`src/rtl/core/ordered_key_list_unit_macros.svh`:
```
// ----------------------------------------------------------------------------
// ordered_key_list_unit_macros: assertion macros for the ordered key list
// Each macro expands to one labeled concurrent assertion that is sampled on
// clk and switched off while rst is high.
// ----------------------------------------------------------------------------
`ifndef ORDERED_KEY_LIST_UNIT_MACROS_SVH
`define ORDERED_KEY_LIST_UNIT_MACROS_SVH

// same-cycle implication
`define OKL_ASSERT_NOW(lbl, ant, cons, msg) \
  lbl: assert property (@(posedge clk) disable iff (rst) (ant) |-> (cons)) \
    else $error(msg);

// next-cycle implication
`define OKL_ASSERT_NEXT(lbl, ant, cons, msg) \
  lbl: assert property (@(posedge clk) disable iff (rst) (ant) |=> (cons)) \
    else $error(msg);

`endif

```
`src/rtl/core/okl_pkg.sv`:
```
// ----------------------------------------------------------------------------
// okl_pkg: shared types and codes of the ordered key list
// Action and status codes, controller states and the command / status
// structs that join the controller to the datapath.
// ----------------------------------------------------------------------------
`timescale 1ns / 1ps

package okl_pkg;

  localparam int KEY_W    = 32;
  localparam int ACTION_W = 3;
  localparam int STATUS_W = 2;

  // request action codes
  typedef enum logic [ACTION_W-1:0] {
    ACT_PUSH_FRONT = 3'd0,
    ACT_PUSH_BACK  = 3'd1,
    ACT_POP_FRONT  = 3'd2,
    ACT_POP_BACK   = 3'd3,
    ACT_REMOVE     = 3'd4,
    ACT_LIST       = 3'd5
  } action_t;

  // result status codes
  typedef enum logic [STATUS_W-1:0] {
    STAT_OK        = 2'd0,
    STAT_EMPTY     = 2'd1,
    STAT_FULL      = 2'd2,
    STAT_NOT_FOUND = 2'd3
  } status_t;

  // controller states
  typedef enum logic [2:0] {
    S_IDLE,
    S_EXEC,
    S_POP,
    S_SCAN,
    S_SHIFT,
    S_RM_DONE,
    S_NOT_FOUND,
    S_LIST
  } state_t;

  // list position that the memory read port looks at
  typedef enum logic [1:0] {
    RD_FIRST,
    RD_LAST,
    RD_NEXT,
    RD_NEXT2
  } rd_sel_t;

  // memory write address and data source
  typedef enum logic [1:0] {
    WR_FRONT,
    WR_BACK,
    WR_SHIFT
  } wr_sel_t;

  // front pointer and count update
  typedef enum logic [2:0] {
    CNT_HOLD,
    CNT_PUSH_FRONT,
    CNT_PUSH_BACK,
    CNT_POP_FRONT,
    CNT_DEC
  } cnt_op_t;

  // source of the result key
  typedef enum logic [1:0] {
    KEY_ZERO,
    KEY_RDATA,
    KEY_IN
  } key_sel_t;

  typedef struct packed {
    logic     in_ready;
    logic     rd_en;
    rd_sel_t  rd_sel;
    logic     wr_en;
    wr_sel_t  wr_sel;
    cnt_op_t  cnt_op;
    logic     pos_clr;
    logic     pos_inc;
    logic     emit;
    status_t  status;
    key_sel_t key_sel;
    logic     last;
  } cmd_t;

  typedef struct packed {
    logic    in_valid;
    logic    out_free;
    action_t action;
    logic    empty;
    logic    full;
    logic    match;
    logic    pos_last;
    logic    next2_ok;
  } sts_t;

endpackage

```
`src/rtl/core/okl_item_if.sv`:
```
// ----------------------------------------------------------------------------
// okl_item_if: request channel of the ordered key list
// Valid / ready handshake carrying one action and one key.
// ----------------------------------------------------------------------------
`timescale 1ns / 1ps

interface okl_item_if;
  logic        valid;
  logic        ready;
  logic [2:0]  action;
  logic [31:0] key;

  modport source (output valid, output action, output key, input ready);
  modport sink   (input valid, input action, input key, output ready);
endinterface

```
`src/rtl/core/okl_result_if.sv`:
```
// ----------------------------------------------------------------------------
// okl_result_if: result channel of the ordered key list
// Valid / ready handshake carrying status, key, count and last flag.
// ----------------------------------------------------------------------------
`timescale 1ns / 1ps

interface okl_result_if #(
  parameter int CountW = 5
);
  logic              valid;
  logic              ready;
  logic [1:0]        status;
  logic [31:0]       key_out;
  logic [CountW-1:0] member_count;
  logic              last;

  modport source (output valid, output status, output key_out, output member_count,
                  output last, input ready);
  modport sink   (input valid, input status, input key_out, input member_count,
                  input last, output ready);
endinterface

```
`src/rtl/core/okl_ctrl.sv`:
```
// ----------------------------------------------------------------------------
// okl_ctrl: sequencer of the ordered key list
// Decodes each request and steps the datapath through reads, shifts and
// result emission.
// ----------------------------------------------------------------------------
`timescale 1ns / 1ps

module okl_ctrl import okl_pkg::*; (
  input  logic clk,
  input  logic rst,
  input  sts_t sts,
  output cmd_t cmd
);

  state_t state;
  state_t state_next;

  // state register
  always_ff @(posedge clk) begin
    if (rst) begin
      state <= S_IDLE;
    end else begin
      state <= state_next;
    end
  end

  // next state and commands
  always_comb begin
    state_next  = state;
    cmd         = '0;
    cmd.rd_sel  = RD_FIRST;
    cmd.wr_sel  = WR_FRONT;
    cmd.cnt_op  = CNT_HOLD;
    cmd.status  = STAT_OK;
    cmd.key_sel = KEY_ZERO;
    cmd.last    = 1'b1;
    case (state)
      S_IDLE: begin
        cmd.in_ready = 1'b1;
        if (sts.in_valid) begin
          state_next = S_EXEC;
        end
      end
      S_EXEC: begin
        case (sts.action)
          ACT_PUSH_FRONT, ACT_PUSH_BACK: begin
            if (sts.out_free) begin
              cmd.emit   = 1'b1;
              state_next = S_IDLE;
              if (sts.full) begin
                cmd.status = STAT_FULL;
              end else begin
                cmd.wr_en = 1'b1;
                if (sts.action == ACT_PUSH_FRONT) begin
                  cmd.wr_sel = WR_FRONT;
                  cmd.cnt_op = CNT_PUSH_FRONT;
                end else begin
                  cmd.wr_sel = WR_BACK;
                  cmd.cnt_op = CNT_PUSH_BACK;
                end
              end
            end
          end
          ACT_POP_FRONT, ACT_POP_BACK: begin
            if (sts.empty) begin
              if (sts.out_free) begin
                cmd.emit   = 1'b1;
                cmd.status = STAT_EMPTY;
                state_next = S_IDLE;
              end
            end else begin
              cmd.rd_en  = 1'b1;
              cmd.rd_sel = (sts.action == ACT_POP_FRONT) ? RD_FIRST : RD_LAST;
              state_next = S_POP;
            end
          end
          ACT_REMOVE: begin
            if (sts.empty) begin
              if (sts.out_free) begin
                cmd.emit   = 1'b1;
                cmd.status = STAT_NOT_FOUND;
                state_next = S_IDLE;
              end
            end else begin
              cmd.rd_en   = 1'b1;
              cmd.rd_sel  = RD_FIRST;
              cmd.pos_clr = 1'b1;
              state_next  = S_SCAN;
            end
          end
          ACT_LIST: begin
            if (sts.empty) begin
              if (sts.out_free) begin
                cmd.emit   = 1'b1;
                cmd.status = STAT_EMPTY;
                state_next = S_IDLE;
              end
            end else begin
              cmd.rd_en   = 1'b1;
              cmd.rd_sel  = RD_FIRST;
              cmd.pos_clr = 1'b1;
              state_next  = S_LIST;
            end
          end
          default: begin
            // unused action codes give a plain ok
            if (sts.out_free) begin
              cmd.emit   = 1'b1;
              state_next = S_IDLE;
            end
          end
        endcase
      end
      S_POP: begin
        if (sts.out_free) begin
          cmd.emit    = 1'b1;
          cmd.key_sel = KEY_RDATA;
          cmd.cnt_op  = (sts.action == ACT_POP_FRONT) ? CNT_POP_FRONT : CNT_DEC;
          state_next  = S_IDLE;
        end
      end
      S_SCAN: begin
        // read data holds the entry at pos
        if (sts.match) begin
          if (sts.pos_last) begin
            state_next = S_RM_DONE;
          end else begin
            cmd.rd_en  = 1'b1;
            cmd.rd_sel = RD_NEXT;
            state_next = S_SHIFT;
          end
        end else if (sts.pos_last) begin
          state_next = S_NOT_FOUND;
        end else begin
          cmd.rd_en   = 1'b1;
          cmd.rd_sel  = RD_NEXT;
          cmd.pos_inc = 1'b1;
        end
      end
      S_SHIFT: begin
        // move the entry at pos + 1 down into pos
        cmd.wr_en   = 1'b1;
        cmd.wr_sel  = WR_SHIFT;
        cmd.pos_inc = 1'b1;
        if (sts.next2_ok) begin
          cmd.rd_en  = 1'b1;
          cmd.rd_sel = RD_NEXT2;
        end else begin
          state_next = S_RM_DONE;
        end
      end
      S_RM_DONE: begin
        if (sts.out_free) begin
          cmd.emit    = 1'b1;
          cmd.key_sel = KEY_IN;
          cmd.cnt_op  = CNT_DEC;
          state_next  = S_IDLE;
        end
      end
      S_NOT_FOUND: begin
        if (sts.out_free) begin
          cmd.emit   = 1'b1;
          cmd.status = STAT_NOT_FOUND;
          state_next = S_IDLE;
        end
      end
      S_LIST: begin
        if (sts.out_free) begin
          cmd.emit    = 1'b1;
          cmd.key_sel = KEY_RDATA;
          cmd.last    = sts.pos_last;
          if (sts.pos_last) begin
            state_next = S_IDLE;
          end else begin
            cmd.rd_en   = 1'b1;
            cmd.rd_sel  = RD_NEXT;
            cmd.pos_inc = 1'b1;
          end
        end
      end
      default: begin
        state_next = S_IDLE;
      end
    endcase
  end

endmodule

```
`src/rtl/core/okl_dp.sv`:
```
// ----------------------------------------------------------------------------
// okl_dp: datapath of the ordered key list
// Circular key memory, front pointer, count, walk position, request latch
// and result output register.
// ----------------------------------------------------------------------------
`timescale 1ns / 1ps

module okl_dp import okl_pkg::*; #(
  parameter int DEPTH = 16
) (
  input  logic                clk,
  input  logic                rst,
  okl_item_if.sink            in_ch,
  okl_result_if.source        out_ch,
  input  cmd_t                cmd,
  output sts_t                sts
);

  localparam int IW = (DEPTH > 1) ? $clog2(DEPTH) : 1;
  localparam int CW = $clog2(DEPTH + 1);

  logic [KEY_W-1:0]    mem [DEPTH];
  logic [KEY_W-1:0]    rdata;
  logic [ACTION_W-1:0] act;
  logic [KEY_W-1:0]    key;
  logic [IW-1:0]       front;
  logic [IW-1:0]       front_next;
  logic [CW-1:0]       count;
  logic [CW-1:0]       count_next;
  logic [CW-1:0]       pos;
  logic [IW-1:0]       front_inc;
  logic [IW-1:0]       front_dec;
  logic [CW-1:0]       rd_rel;
  logic [IW-1:0]       rd_addr;
  logic [IW-1:0]       wr_addr;
  logic [KEY_W-1:0]    wr_data;
  logic [CW:0]         pos_p1;
  logic [CW:0]         pos_p2;
  logic                out_valid;
  status_t             out_status;
  logic [KEY_W-1:0]    out_key;
  logic [CW-1:0]       out_count;
  logic                out_last;
  logic                out_free;

  // slot of a list position, modulo DEPTH by one compare and subtract
  function automatic logic [IW-1:0] slot_of(input logic [IW-1:0] base,
                                            input logic [IW-1:0] off);
    logic [IW:0] sum;
    sum = {1'b0, base} + {1'b0, off};
    if (sum >= (IW+1)'(DEPTH)) begin
      sum = sum - (IW+1)'(DEPTH);
    end
    return sum[IW-1:0];
  endfunction

  // request latch, closed while reset is held
  assign in_ch.ready = cmd.in_ready && !rst;

  always_ff @(posedge clk) begin
    if (in_ch.valid && in_ch.ready) begin
      act <= in_ch.action;
      key <= in_ch.key;
    end
  end

  // front pointer and count
  assign front_inc = (front == IW'(DEPTH - 1)) ? '0 : front + IW'(1);
  assign front_dec = (front == '0) ? IW'(DEPTH - 1) : front - IW'(1);

  always_comb begin
    front_next = front;
    count_next = count;
    case (cmd.cnt_op)
      CNT_PUSH_FRONT: begin
        front_next = front_dec;
        count_next = count + CW'(1);
      end
      CNT_PUSH_BACK: begin
        count_next = count + CW'(1);
      end
      CNT_POP_FRONT: begin
        front_next = front_inc;
        count_next = count - CW'(1);
      end
      CNT_DEC: begin
        count_next = count - CW'(1);
      end
      default: begin
        front_next = front;
        count_next = count;
      end
    endcase
  end

  always_ff @(posedge clk) begin
    if (rst) begin
      front <= '0;
      count <= '0;
    end else begin
      front <= front_next;
      count <= count_next;
    end
  end

  // walk position
  always_ff @(posedge clk) begin
    if (rst) begin
      pos <= '0;
    end else if (cmd.pos_clr) begin
      pos <= '0;
    end else if (cmd.pos_inc) begin
      pos <= pos + CW'(1);
    end
  end

  assign pos_p1 = {1'b0, pos} + (CW+1)'(1);
  assign pos_p2 = {1'b0, pos} + (CW+1)'(2);

  // memory addresses
  always_comb begin
    case (cmd.rd_sel)
      RD_FIRST: rd_rel = '0;
      RD_LAST:  rd_rel = count - CW'(1);
      RD_NEXT:  rd_rel = pos_p1[CW-1:0];
      RD_NEXT2: rd_rel = pos_p2[CW-1:0];
      default:  rd_rel = '0;
    endcase
  end

  assign rd_addr = slot_of(front, rd_rel[IW-1:0]);

  always_comb begin
    case (cmd.wr_sel)
      WR_FRONT: begin
        wr_addr = front_dec;
        wr_data = key;
      end
      WR_BACK: begin
        wr_addr = slot_of(front, count[IW-1:0]);
        wr_data = key;
      end
      WR_SHIFT: begin
        wr_addr = slot_of(front, pos[IW-1:0]);
        wr_data = rdata;
      end
      default: begin
        wr_addr = front_dec;
        wr_data = key;
      end
    endcase
  end

  // key memory, one write and one registered read
  always_ff @(posedge clk) begin
    if (cmd.wr_en) begin
      mem[wr_addr] <= wr_data;
    end
  end

  always_ff @(posedge clk) begin
    if (cmd.rd_en) begin
      rdata <= mem[rd_addr];
    end
  end

  // result output register
  assign out_free = !out_valid || out_ch.ready;

  always_ff @(posedge clk) begin
    if (rst) begin
      out_valid <= 1'b0;
    end else if (cmd.emit) begin
      out_valid <= 1'b1;
    end else if (out_ch.ready) begin
      out_valid <= 1'b0;
    end
  end

  always_ff @(posedge clk) begin
    if (cmd.emit) begin
      out_status <= cmd.status;
      out_count  <= count_next;
      out_last   <= cmd.last;
      case (cmd.key_sel)
        KEY_RDATA: out_key <= rdata;
        KEY_IN:    out_key <= key;
        default:   out_key <= '0;
      endcase
    end
  end

  assign out_ch.valid        = out_valid;
  assign out_ch.status       = out_status;
  assign out_ch.key_out      = out_key;
  assign out_ch.member_count = out_count;
  assign out_ch.last         = out_last;

  // status to the controller
  assign sts.in_valid = in_ch.valid;
  assign sts.out_free = out_free;
  assign sts.action   = action_t'(act);
  assign sts.empty    = (count == '0);
  assign sts.full     = (count == CW'(DEPTH));
  assign sts.match    = (rdata == key);
  assign sts.pos_last = (pos_p1 == {1'b0, count});
  assign sts.next2_ok = (pos_p2 < {1'b0, count});

endmodule

```
`src/rtl/core/ordered_key_list_unit.sv`:
```
// ----------------------------------------------------------------------------
// ordered_key_list_unit: ordered list of keys with removal by key
// Top level joining the sequencer and the datapath of the key list.
// ----------------------------------------------------------------------------
`timescale 1ns / 1ps
`include "ordered_key_list_unit_macros.svh"

// Holds up to DEPTH 32-bit keys in a circular single-port-read memory and
// takes one request at a time. Pushes, unused action codes and any request
// on an empty list give their result straight from the decode state; a pop
// first reads the entry and then gives it as the result; a list reads the
// entries in order and gives one result for each; a remove by key scans from the
// front one entry per cycle and then moves each later entry down one slot
// per cycle. This pacing is set by the one read and one write port of the
// key memory. The next request can be taken in the same cycle that the last
// result of the previous one first sits in the output register, and a
// stalled result channel holds the list walk. The key memory is not cleared
// at reset and needs no clearing pass; only entries inside the list are ever read.
module ordered_key_list_unit import okl_pkg::*; #(
  parameter int DEPTH = 16
) (
  input  logic         clk,
  input  logic         rst,
  okl_item_if.sink     in_ch,
  okl_result_if.source out_ch
);

  cmd_t cmd;
  sts_t sts;

  okl_ctrl u_ctrl (
    .clk (clk),
    .rst (rst),
    .sts (sts),
    .cmd (cmd)
  );

  okl_dp #(
    .DEPTH (DEPTH)
  ) u_dp (
    .clk    (clk),
    .rst    (rst),
    .in_ch  (in_ch),
    .out_ch (out_ch),
    .cmd    (cmd),
    .sts    (sts)
  );

  // one request in flight at a time
  `OKL_ASSERT_NEXT(a_one_request, in_ch.valid && in_ch.ready, !in_ch.ready, "request taken while busy")
  // results are only loaded into a free output register
  `OKL_ASSERT_NOW(a_emit_free, cmd.emit, sts.out_free, "result overwrote a pending result")
  // only the final result of a list may be non-ok
  `OKL_ASSERT_NOW(a_mid_ok, out_ch.valid && !out_ch.last, out_ch.status == STAT_OK, "non-final result not ok")
  // count never goes past the capacity
  `OKL_ASSERT_NOW(a_count_cap, out_ch.valid, out_ch.member_count <= DEPTH, "count above capacity")

endmodule
```
`src/flat_wrapper.sv`:
```
// flat-port wrapper written by rule: the top's interface ports become plain ports
module ordered_key_list_unit_flat import okl_pkg::*;
#(
  parameter int DEPTH = 16
)
  (clk, rst, in_ch_valid, in_ch_action, in_ch_key, in_ch_ready, out_ch_valid, out_ch_status, out_ch_key_out, out_ch_member_count, out_ch_last, out_ch_ready);
  okl_item_if in_ch_i ();
  okl_result_if out_ch_i ();
  input  logic clk;
  input  logic rst;
  input wire logic [$bits(in_ch_i.valid)-1:0] in_ch_valid;
  input wire logic [$bits(in_ch_i.action)-1:0] in_ch_action;
  input wire logic [$bits(in_ch_i.key)-1:0] in_ch_key;
  output wire logic [$bits(in_ch_i.ready)-1:0] in_ch_ready;
  output wire logic [$bits(out_ch_i.valid)-1:0] out_ch_valid;
  output wire logic [$bits(out_ch_i.status)-1:0] out_ch_status;
  output wire logic [$bits(out_ch_i.key_out)-1:0] out_ch_key_out;
  output wire logic [$bits(out_ch_i.member_count)-1:0] out_ch_member_count;
  output wire logic [$bits(out_ch_i.last)-1:0] out_ch_last;
  input wire logic [$bits(out_ch_i.ready)-1:0] out_ch_ready;
  assign in_ch_i.valid = in_ch_valid;
  assign in_ch_i.action = in_ch_action;
  assign in_ch_i.key = in_ch_key;
  assign in_ch_ready = in_ch_i.ready;
  assign out_ch_valid = out_ch_i.valid;
  assign out_ch_status = out_ch_i.status;
  assign out_ch_key_out = out_ch_i.key_out;
  assign out_ch_member_count = out_ch_i.member_count;
  assign out_ch_last = out_ch_i.last;
  assign out_ch_i.ready = out_ch_ready;
  ordered_key_list_unit #(.DEPTH(DEPTH)) u_core (.clk(clk), .rst(rst), .in_ch(in_ch_i), .out_ch(out_ch_i));
endmodule
```
`config.mk`:
```
export PLATFORM = sky130hd
export DESIGN_NAME = ordered_key_list_unit_flat
export DESIGN_NICKNAME = d
export VERILOG_FILES = /design/src/rtl/core/okl_pkg.sv /design/src/rtl/core/okl_item_if.sv /design/src/rtl/core/okl_result_if.sv /design/src/rtl/core/okl_ctrl.sv /design/src/rtl/core/okl_dp.sv /design/src/rtl/core/ordered_key_list_unit.sv /design/src/flat_wrapper.sv
export VERILOG_INCLUDE_DIRS = /design/src /design/src/rtl/core
export SDC_FILE = /design/constraint.sdc
export NUM_CORES = 1
export LEC_CHECK = 0
export ABC_AREA = 0
export ABC_CLOCK_PERIOD_IN_PS = 6670
export BUFFER_PORTS_ARGS = -buffer_cell sky130_fd_sc_hd__buf_2
export CORE_UTILIZATION = 25
export DETAILED_ROUTE_END_ITERATION = 10
export GPL_ROUTABILITY_DRIVEN = 0
export GPL_TIMING_DRIVEN = 0
export SLEW_MARGIN = 20
export SYNTH_ARGS = -nofsm -noshare
export SYNTH_HDL_FRONTEND = slang
export SYNTH_SLANG_ARGS = --single-unit
```
`constraint.sdc`:
```
create_clock -name clk -period 6.67 [get_ports clk]
set_clock_uncertainty 0.2 [all_clocks]
set_input_delay 0.3335 -clock clk [delete_from_list [all_inputs] [get_ports clk]]
set_output_delay 0.3335 -clock clk [all_outputs]
set_load 0.03 [all_outputs]
```
-- Word level (Yosys, flattened, before mapping)
Memory sizes are Yosys's and may differ from the RTL's. A register that Yosys moved wholly into a read port is not among the register bits.
Cells that the tools add are included.
- bits of input ports: 39
- bits in writable memories: 512
- bits in registers: 93
- memories kept: 1
- output and inout port bits: 42
- memory list (memory ; depth ; bits a word ; rd ports ; clocked after Yosys merged registers in ; write ports ; RTL line ; source):
    u_core.u_dp.mem ; 16 ; 32 ; 1 ; 1 ; 1 ; okl_dp.sv:22 ; logic [KEY_W-1:0] mem [DEPTH];
- $add $sub $neg: 13
- equal/unequal tests: 32
- multiplexer cells: 68
- reductions and logical operators: 23
- magnitude comparators: 4
- operators with widths (operator ; number):
    2-to-1 mux 3 bit ; 23
    case mux 32 bit (2 select lines) ; 1
    equality test 32 bit ; 1
    2-to-1 mux 32 bit ; 1
    2-to-1 mux 4 bit ; 6
    equality test 3 bit (second input constant) ; 7
    equality test 3 x 2 -> 1 bit (second input constant) ; 6
    2-to-1 mux 6 bit ; 3
    case mux 3 bit (3 select lines) ; 2
    case mux 3 bit (6 select lines) ; 1
    case mux 4 bit (2 select lines) ; 2
    case mux 4 bit (4 select lines) ; 1
    subtractor 4 x 1 -> 4 bit (second input constant) ; 4
    adder 4 x 4 -> 5 bit ; 3
    greater-or-equal comparator 5 bit (second input constant) ; 3
    2-to-1 mux 1 bit ; 14
    OR reduction 2 bit ; 7
    case mux 2 bit (3 select lines) ; 2
    case mux 3 bit (2 select lines) ; 2
    case mux 3 bit (4 select lines) ; 1
    adder 5 x 1 -> 5 bit (second input constant) ; 2
    case mux 5 bit (2 select lines) ; 1
    equality test 3 x 1 -> 1 bit (second input constant) ; 3
    equality test 2 bit (second input constant) ; 4
    other kinds (26) ; 40

-- Depth between registers and ports, before layout
- word-level depth: 10
- mapped depth: 19
- mapped depth without buffers: 17

-- By module
From an unflattened synthesis, not the netlist that was laid out.
- cells, all modules: 1506
- area total of the unflattened synthesis: 26608.0 um^2
- modules (own cells, without submodules) (module ; sequential area each (um^2) ; area an instance (um^2) ; times used ; cells an instance):
    okl_dp ; 18888.1 ; 25982.4 ; 1 ; 1405
    okl_ctrl ; 60.1 ; 625.6 ; 1 ; 101

-- Least setup slack after synthesis
Ideal clock, no wire load.
- kind: reg-to-reg
- start: register u_core.u_dp.count[1]
- end: memory u_core.u_dp.mem[15][0], enable pin
- period minus slack after synthesis: 5478 ps
- library setup time: 421 ps
- stages on the path, launching flop included: 18
- buffers on the path: 2
- arrival: 4857 ps
- slack: 1192 ps
- path through: dfxtp_1 inv_1 ha_1 nor3b_1 nand2_1 nand4_1 a21o_1 ha_1 buf_1 clkbuf_1 o21ai_0 ha_1 fa_1 nor2_1 a21oi_1 a21boi_0 nand2_1 nor2_1
- word-level cells in the longest chain between the ends: 7
- elaborated cells on any way between the ends: 14
- those cells by class: 2 x add/sub; 1 x order compare; 3 x eq/ne; 8 x mux
- RTL lines (element ; RTL line ; source):
    from (decl) ; okl_dp.sv:28 ; logic [CW-1:0] count;
    from (signal assigned) ; okl_dp.sv:102 ; count <= count_next;
    branches (longest 7 deep; another with adder 4 x 4 -> 5 bit) ; -- ;
    to (decl) ; okl_dp.sv:22 ;
Parallel ways; which one is timed is not known.

-- Worst setup path after layout
- start: register u_core.u_dp.count[1]
- end: memory u_core.u_dp.mem[11][25], enable pin
The elaborated chain is that of the path after synthesis.

==> results by stage <==
Global route:
- Across every metal layer, demand over resource in global routing totals 0.128.
- Summed over all layers, the global routing overflow is 0.
- The number of antenna violations at the first check in global routing is 0.
- The maximum number of pins on one net before global-route repair is 26.
- The number of global-route vias before repair came to 14800.
- The first-pass GRT wire length is 101000 um.

Timing:
- The final count of hold timing violations was 0.
- In this run the tightest slew margin relative to its limit is 0.282.
- The slew at the pin closest to its max-slew limit is 1.08 ns.
- Subtracting the final worst setup slack from the clock period gives 6.36 ns.
- The post-route fraction of the period consumed by the critical path is 0.953.
- The worst hold margin is 0.208 ns.
- Setup violations remaining at the end of the flow were counted as 0.
- The highest clock rate is 157 MHz.
- The count of pins over their slew limit is 0.
- For the final routed database, the setup TNS stands at 0 ns.
- Setup repair after global routing left no endpoint under its margin.

Detailed routing:
- The post-detailed-route DRC marker count is 0.
- The first-pass iteration count of the detailed router is 5.
- The routed layout has 14700 vias.
- The detailed-route vias per instance is 4.75.
- The residual antenna-violating net count after detailed routing is 0.
- The final routed wirelength across all metal layers is 68500 um.
- The first routing iteration left 1896 violations.
- After detailed routing, the average wire length per cell comes to 22.1 um.

Flow run:
- The max-cap check violation count is 0.

Worst setup path:
- The class of the most critical setup path is flop to flop.
- STA classifies the critical path startpoint as a flop.
- The required time reported for the critical path endpoint is 6.78 ns.
- The biggest fanout along the worst timing path is 17.
- The endpoint kind of the worst setup timing path is a flop.
- Across all register-to-register paths, the minimum setup slack is 0.31 ns.
- Data arrives at the worst endpoint at 6.46 ns.

Power and ir drop:
- For this design the ratio of total power to cell area is 290 nW/um^2.
- The worst-case IR drop observed on VDD is 0.000251 V.
- The static leakage is 9.77 nW.

Yosys:
- Each instance of the synthesized netlist takes up on average 17.9 sq um.
- The sequential share of the synthesized area is 0.726.
- The cell type contributing the most total cell area after synthesis is edfxtp_1.
- Yosys printed 0 warnings.
- The total of flip-flops plus latches after synthesis is 637.
- The fraction of registers with async set/reset is 0.
- The commonest cells after synthesis are edfxtp_1, mux4_2, nand2_1.
- Sorting the synthesized cells by area gives the leading types as edfxtp_1, mux4_2, nand3_1.
- The most common flop cell mapped by yosys is edfxtp_1.
- The number of cells produced by synthesis is 1460.
- The count of different cell masters after synthesis is 63.
- The cell area after synthesis is 26100 sq um.
- The area share of the largest cell type after synthesis is 0.712.
- The total nets after synthesis is 1527.
- The synthesized design contains 619 enable-type register cells.
- The cell with the most instances after synthesis is edfxtp_1.

CTS:
- The number of instances resized during post-cts repair is 0.
- The clock sink total is 637.
- The clock-pin transition on the worst setup and hold timing paths is 0.06 ns.
- In this run the clock root is driven by a clkbuf_16.
- The number of H-tree branching levels is 2.
- In this run the deepest clock path goes through 3 buffers.
- Buffers inserted during clock tree synthesis total 59.
- The clock tree from TritonCTS is yes.
- The later pin in the worst-skew pair is clocked with a latency of 0.63 ns.

Cells and area:
- The net count of the finished layout is 1739.
- The final antenna diode count is 0.
- The area growth from synthesis to layout is 19.7%.
- In the final layout, the share of cells above drive strength 1 is 0.235.
- The finished cells cover 31300 sq um.

Die:
- In this run the horizontal extent of the chip is 325 um.
- After floorplanning, the core was sized to cover 103000 sq um.
- The initial utilization of the core area, before any placement, comes to 0.252.
- The I/O pin count is 81.
- Row generation in the floorplan step produced 118 rows.
- From bottom edge to top edge, the die measures 325 um.
- The overall die area is 106000 sq um.

Placed design:
- The count of input and output buffers is 80.
- The wire-length estimate of the detail-placed layout is 47100 um.
- The cell area after placement is 29100 sq um.

Worst hold path:
- The class of the tightest hold or removal check is input port to flop.

Outcome:
- The flow ran to the end, and the final reports show no timing, DRC or antenna violations.
repair_timing:
action	4_1_cts	5_1_grt
hold buffers	38	0
buffers inserted	0	1
hold endpoints to repair	41	0
endpoints found under the setup margin	0	2
cells in the final DEF (no fill, tap or decap), types with 5 or more instances in the layout:
master         instances
nor2_4                16
nand2b_1               5
o211ai_1               5
edfxtp_1             619
a22oi_1               33
clkbuf_1              66
buf_6                  9
o21ai_0               12
a31oi_1                8
mux4_2               128
clkinv_1              11
nor2_1                43
xnor2_1               47
buf_16                17
a21o_1                36
nand2_1              107
buf_12                 7
dfxtp_1               18
nand4_1               13
nor2b_1               12
or3_1                  5
a21oi_1               18
inv_1                 20
nand3_1              105
dlygate4sd3_1         38
clkbuf_16             59
buf_2                 96
clkinv_2              13
ha_1                  26
mux2_2                32
state kept, by name, indices dropped and copies added (netlist names), 4 cells and up:
| signal | cells |
|---|---|
| u_core.u_dp.rdata | 32 |
| u_core.u_dp.mem | 512 |
| u_core.u_dp.key | 32 |
| u_core.u_dp.pos | 5 |
| u_core.u_dp.out_ch.key_out | 32 |
| u_core.u_dp.out_ch.member_count | 5 |
| u_core.u_dp.count | 5 |
| u_core.u_dp.front | 4 |
worst paths after layout:
path,start,end,cells past startpoint
worst max-delay path,u_core.u_dp.count[1]$_SDFF_PP0_,u_core.u_dp.mem[11][25]$_DFFE_PP_,18
worst min-delay path,in_ch_key[13],u_core.u_dp.key[13]$_DFFE_PP_,2
worst max register to register,u_core.u_dp.count[1]$_SDFF_PP0_,u_core.u_dp.mem[11][25]$_DFFE_PP_,18
worst min register to register,u_core.u_dp.pos[4]$_SDFFE_PP0P_,u_core.u_dp.pos[4]$_SDFFE_PP0P_,2
per-layer routing:
layer  global-route usage  routed length, um  vias to the layer above  part of all wire
li1                     -                  -                     6270                 -
met5                    0                  0                        -                 0
met2                0.189              29900                      653              0.44
met3               0.0301               6220                       97             0.091
met4               0.0292               1320                        0             0.019
met1                0.190              31100                     7693              0.45
cell families (layout without fill, tap and decap cells):
| group | Yosys count | after routing | share of synthesized area |
|---|---|---|---|
| compound gates | 145 | 145 | 0.0398 |
| xor+xnor | 53 | 53 | 0.0178 |
| fa+ha+maj | 28 | 28 | 0.0140 |
| buf+inv | 96 | 353 | 0.0160 |
| flops | 637 | 637 | 0.726 |
| mux | 163 | 163 | 0.125 |
| simple gates | 338 | 338 | 0.0615 |
layout make-up:
type                    instances  area, sq um
plain buffers                  76          347
clock buffers                  76         1540
clock inverters                30          233
fillers                     10100        72200
inverters                      20         75.1
multi-input cells             727         6900
flip-flops and latches        637        18900
well taps                    1380         1730
repair buffers                151         1490
metrics by stage:
| step | instances | power, mW | utilization | setup WS, ns |
|---|---|---|---|---|
| after floorplan | 1460 | 5.50 | - | 1.19 |
| after global placement | 2920 | 5.87 | 0.273 | -1.61 |
| after detailed placement | 2951 | 5.94 | 0.281 | 0.384 |
| after CTS | 3095 | 9.10 | 0.302 | 0.338 |
| after global routing | 3097 | 9.35 | 0.302 | 0.0135 |
| final | 3097 | 9.07 | 0.302 | 0.315 |
critical path, stage by stage, from the launching register on:
cell and delay, ns:
dfxtp_1 0.38, inv_1 0.19, ha_1 0.19, nor3b_1 0.35, nand2_1 0.12, nand4_1 0.33
a21o_1 0.13, ha_1 0.27, buf_1 0.60, clkbuf_1 0.50, o21ai_0 0.18, ha_1 0.27
fa_1 0.53, nor2_1 0.05, a21oi_1 0.14, a21boi_0 0.31, nand2_1 0.33, nor2_4 0.70
buf_16 0.25
report_power, final:
part / internal, mW / switching (mW)
Clock: 1.71 / 1.48
Combinational: 0.447 / 0.763
Sequential: 4.58 / 0.0915
Total: 6.74 / 2.33
(Power assumes the default switching activity.)
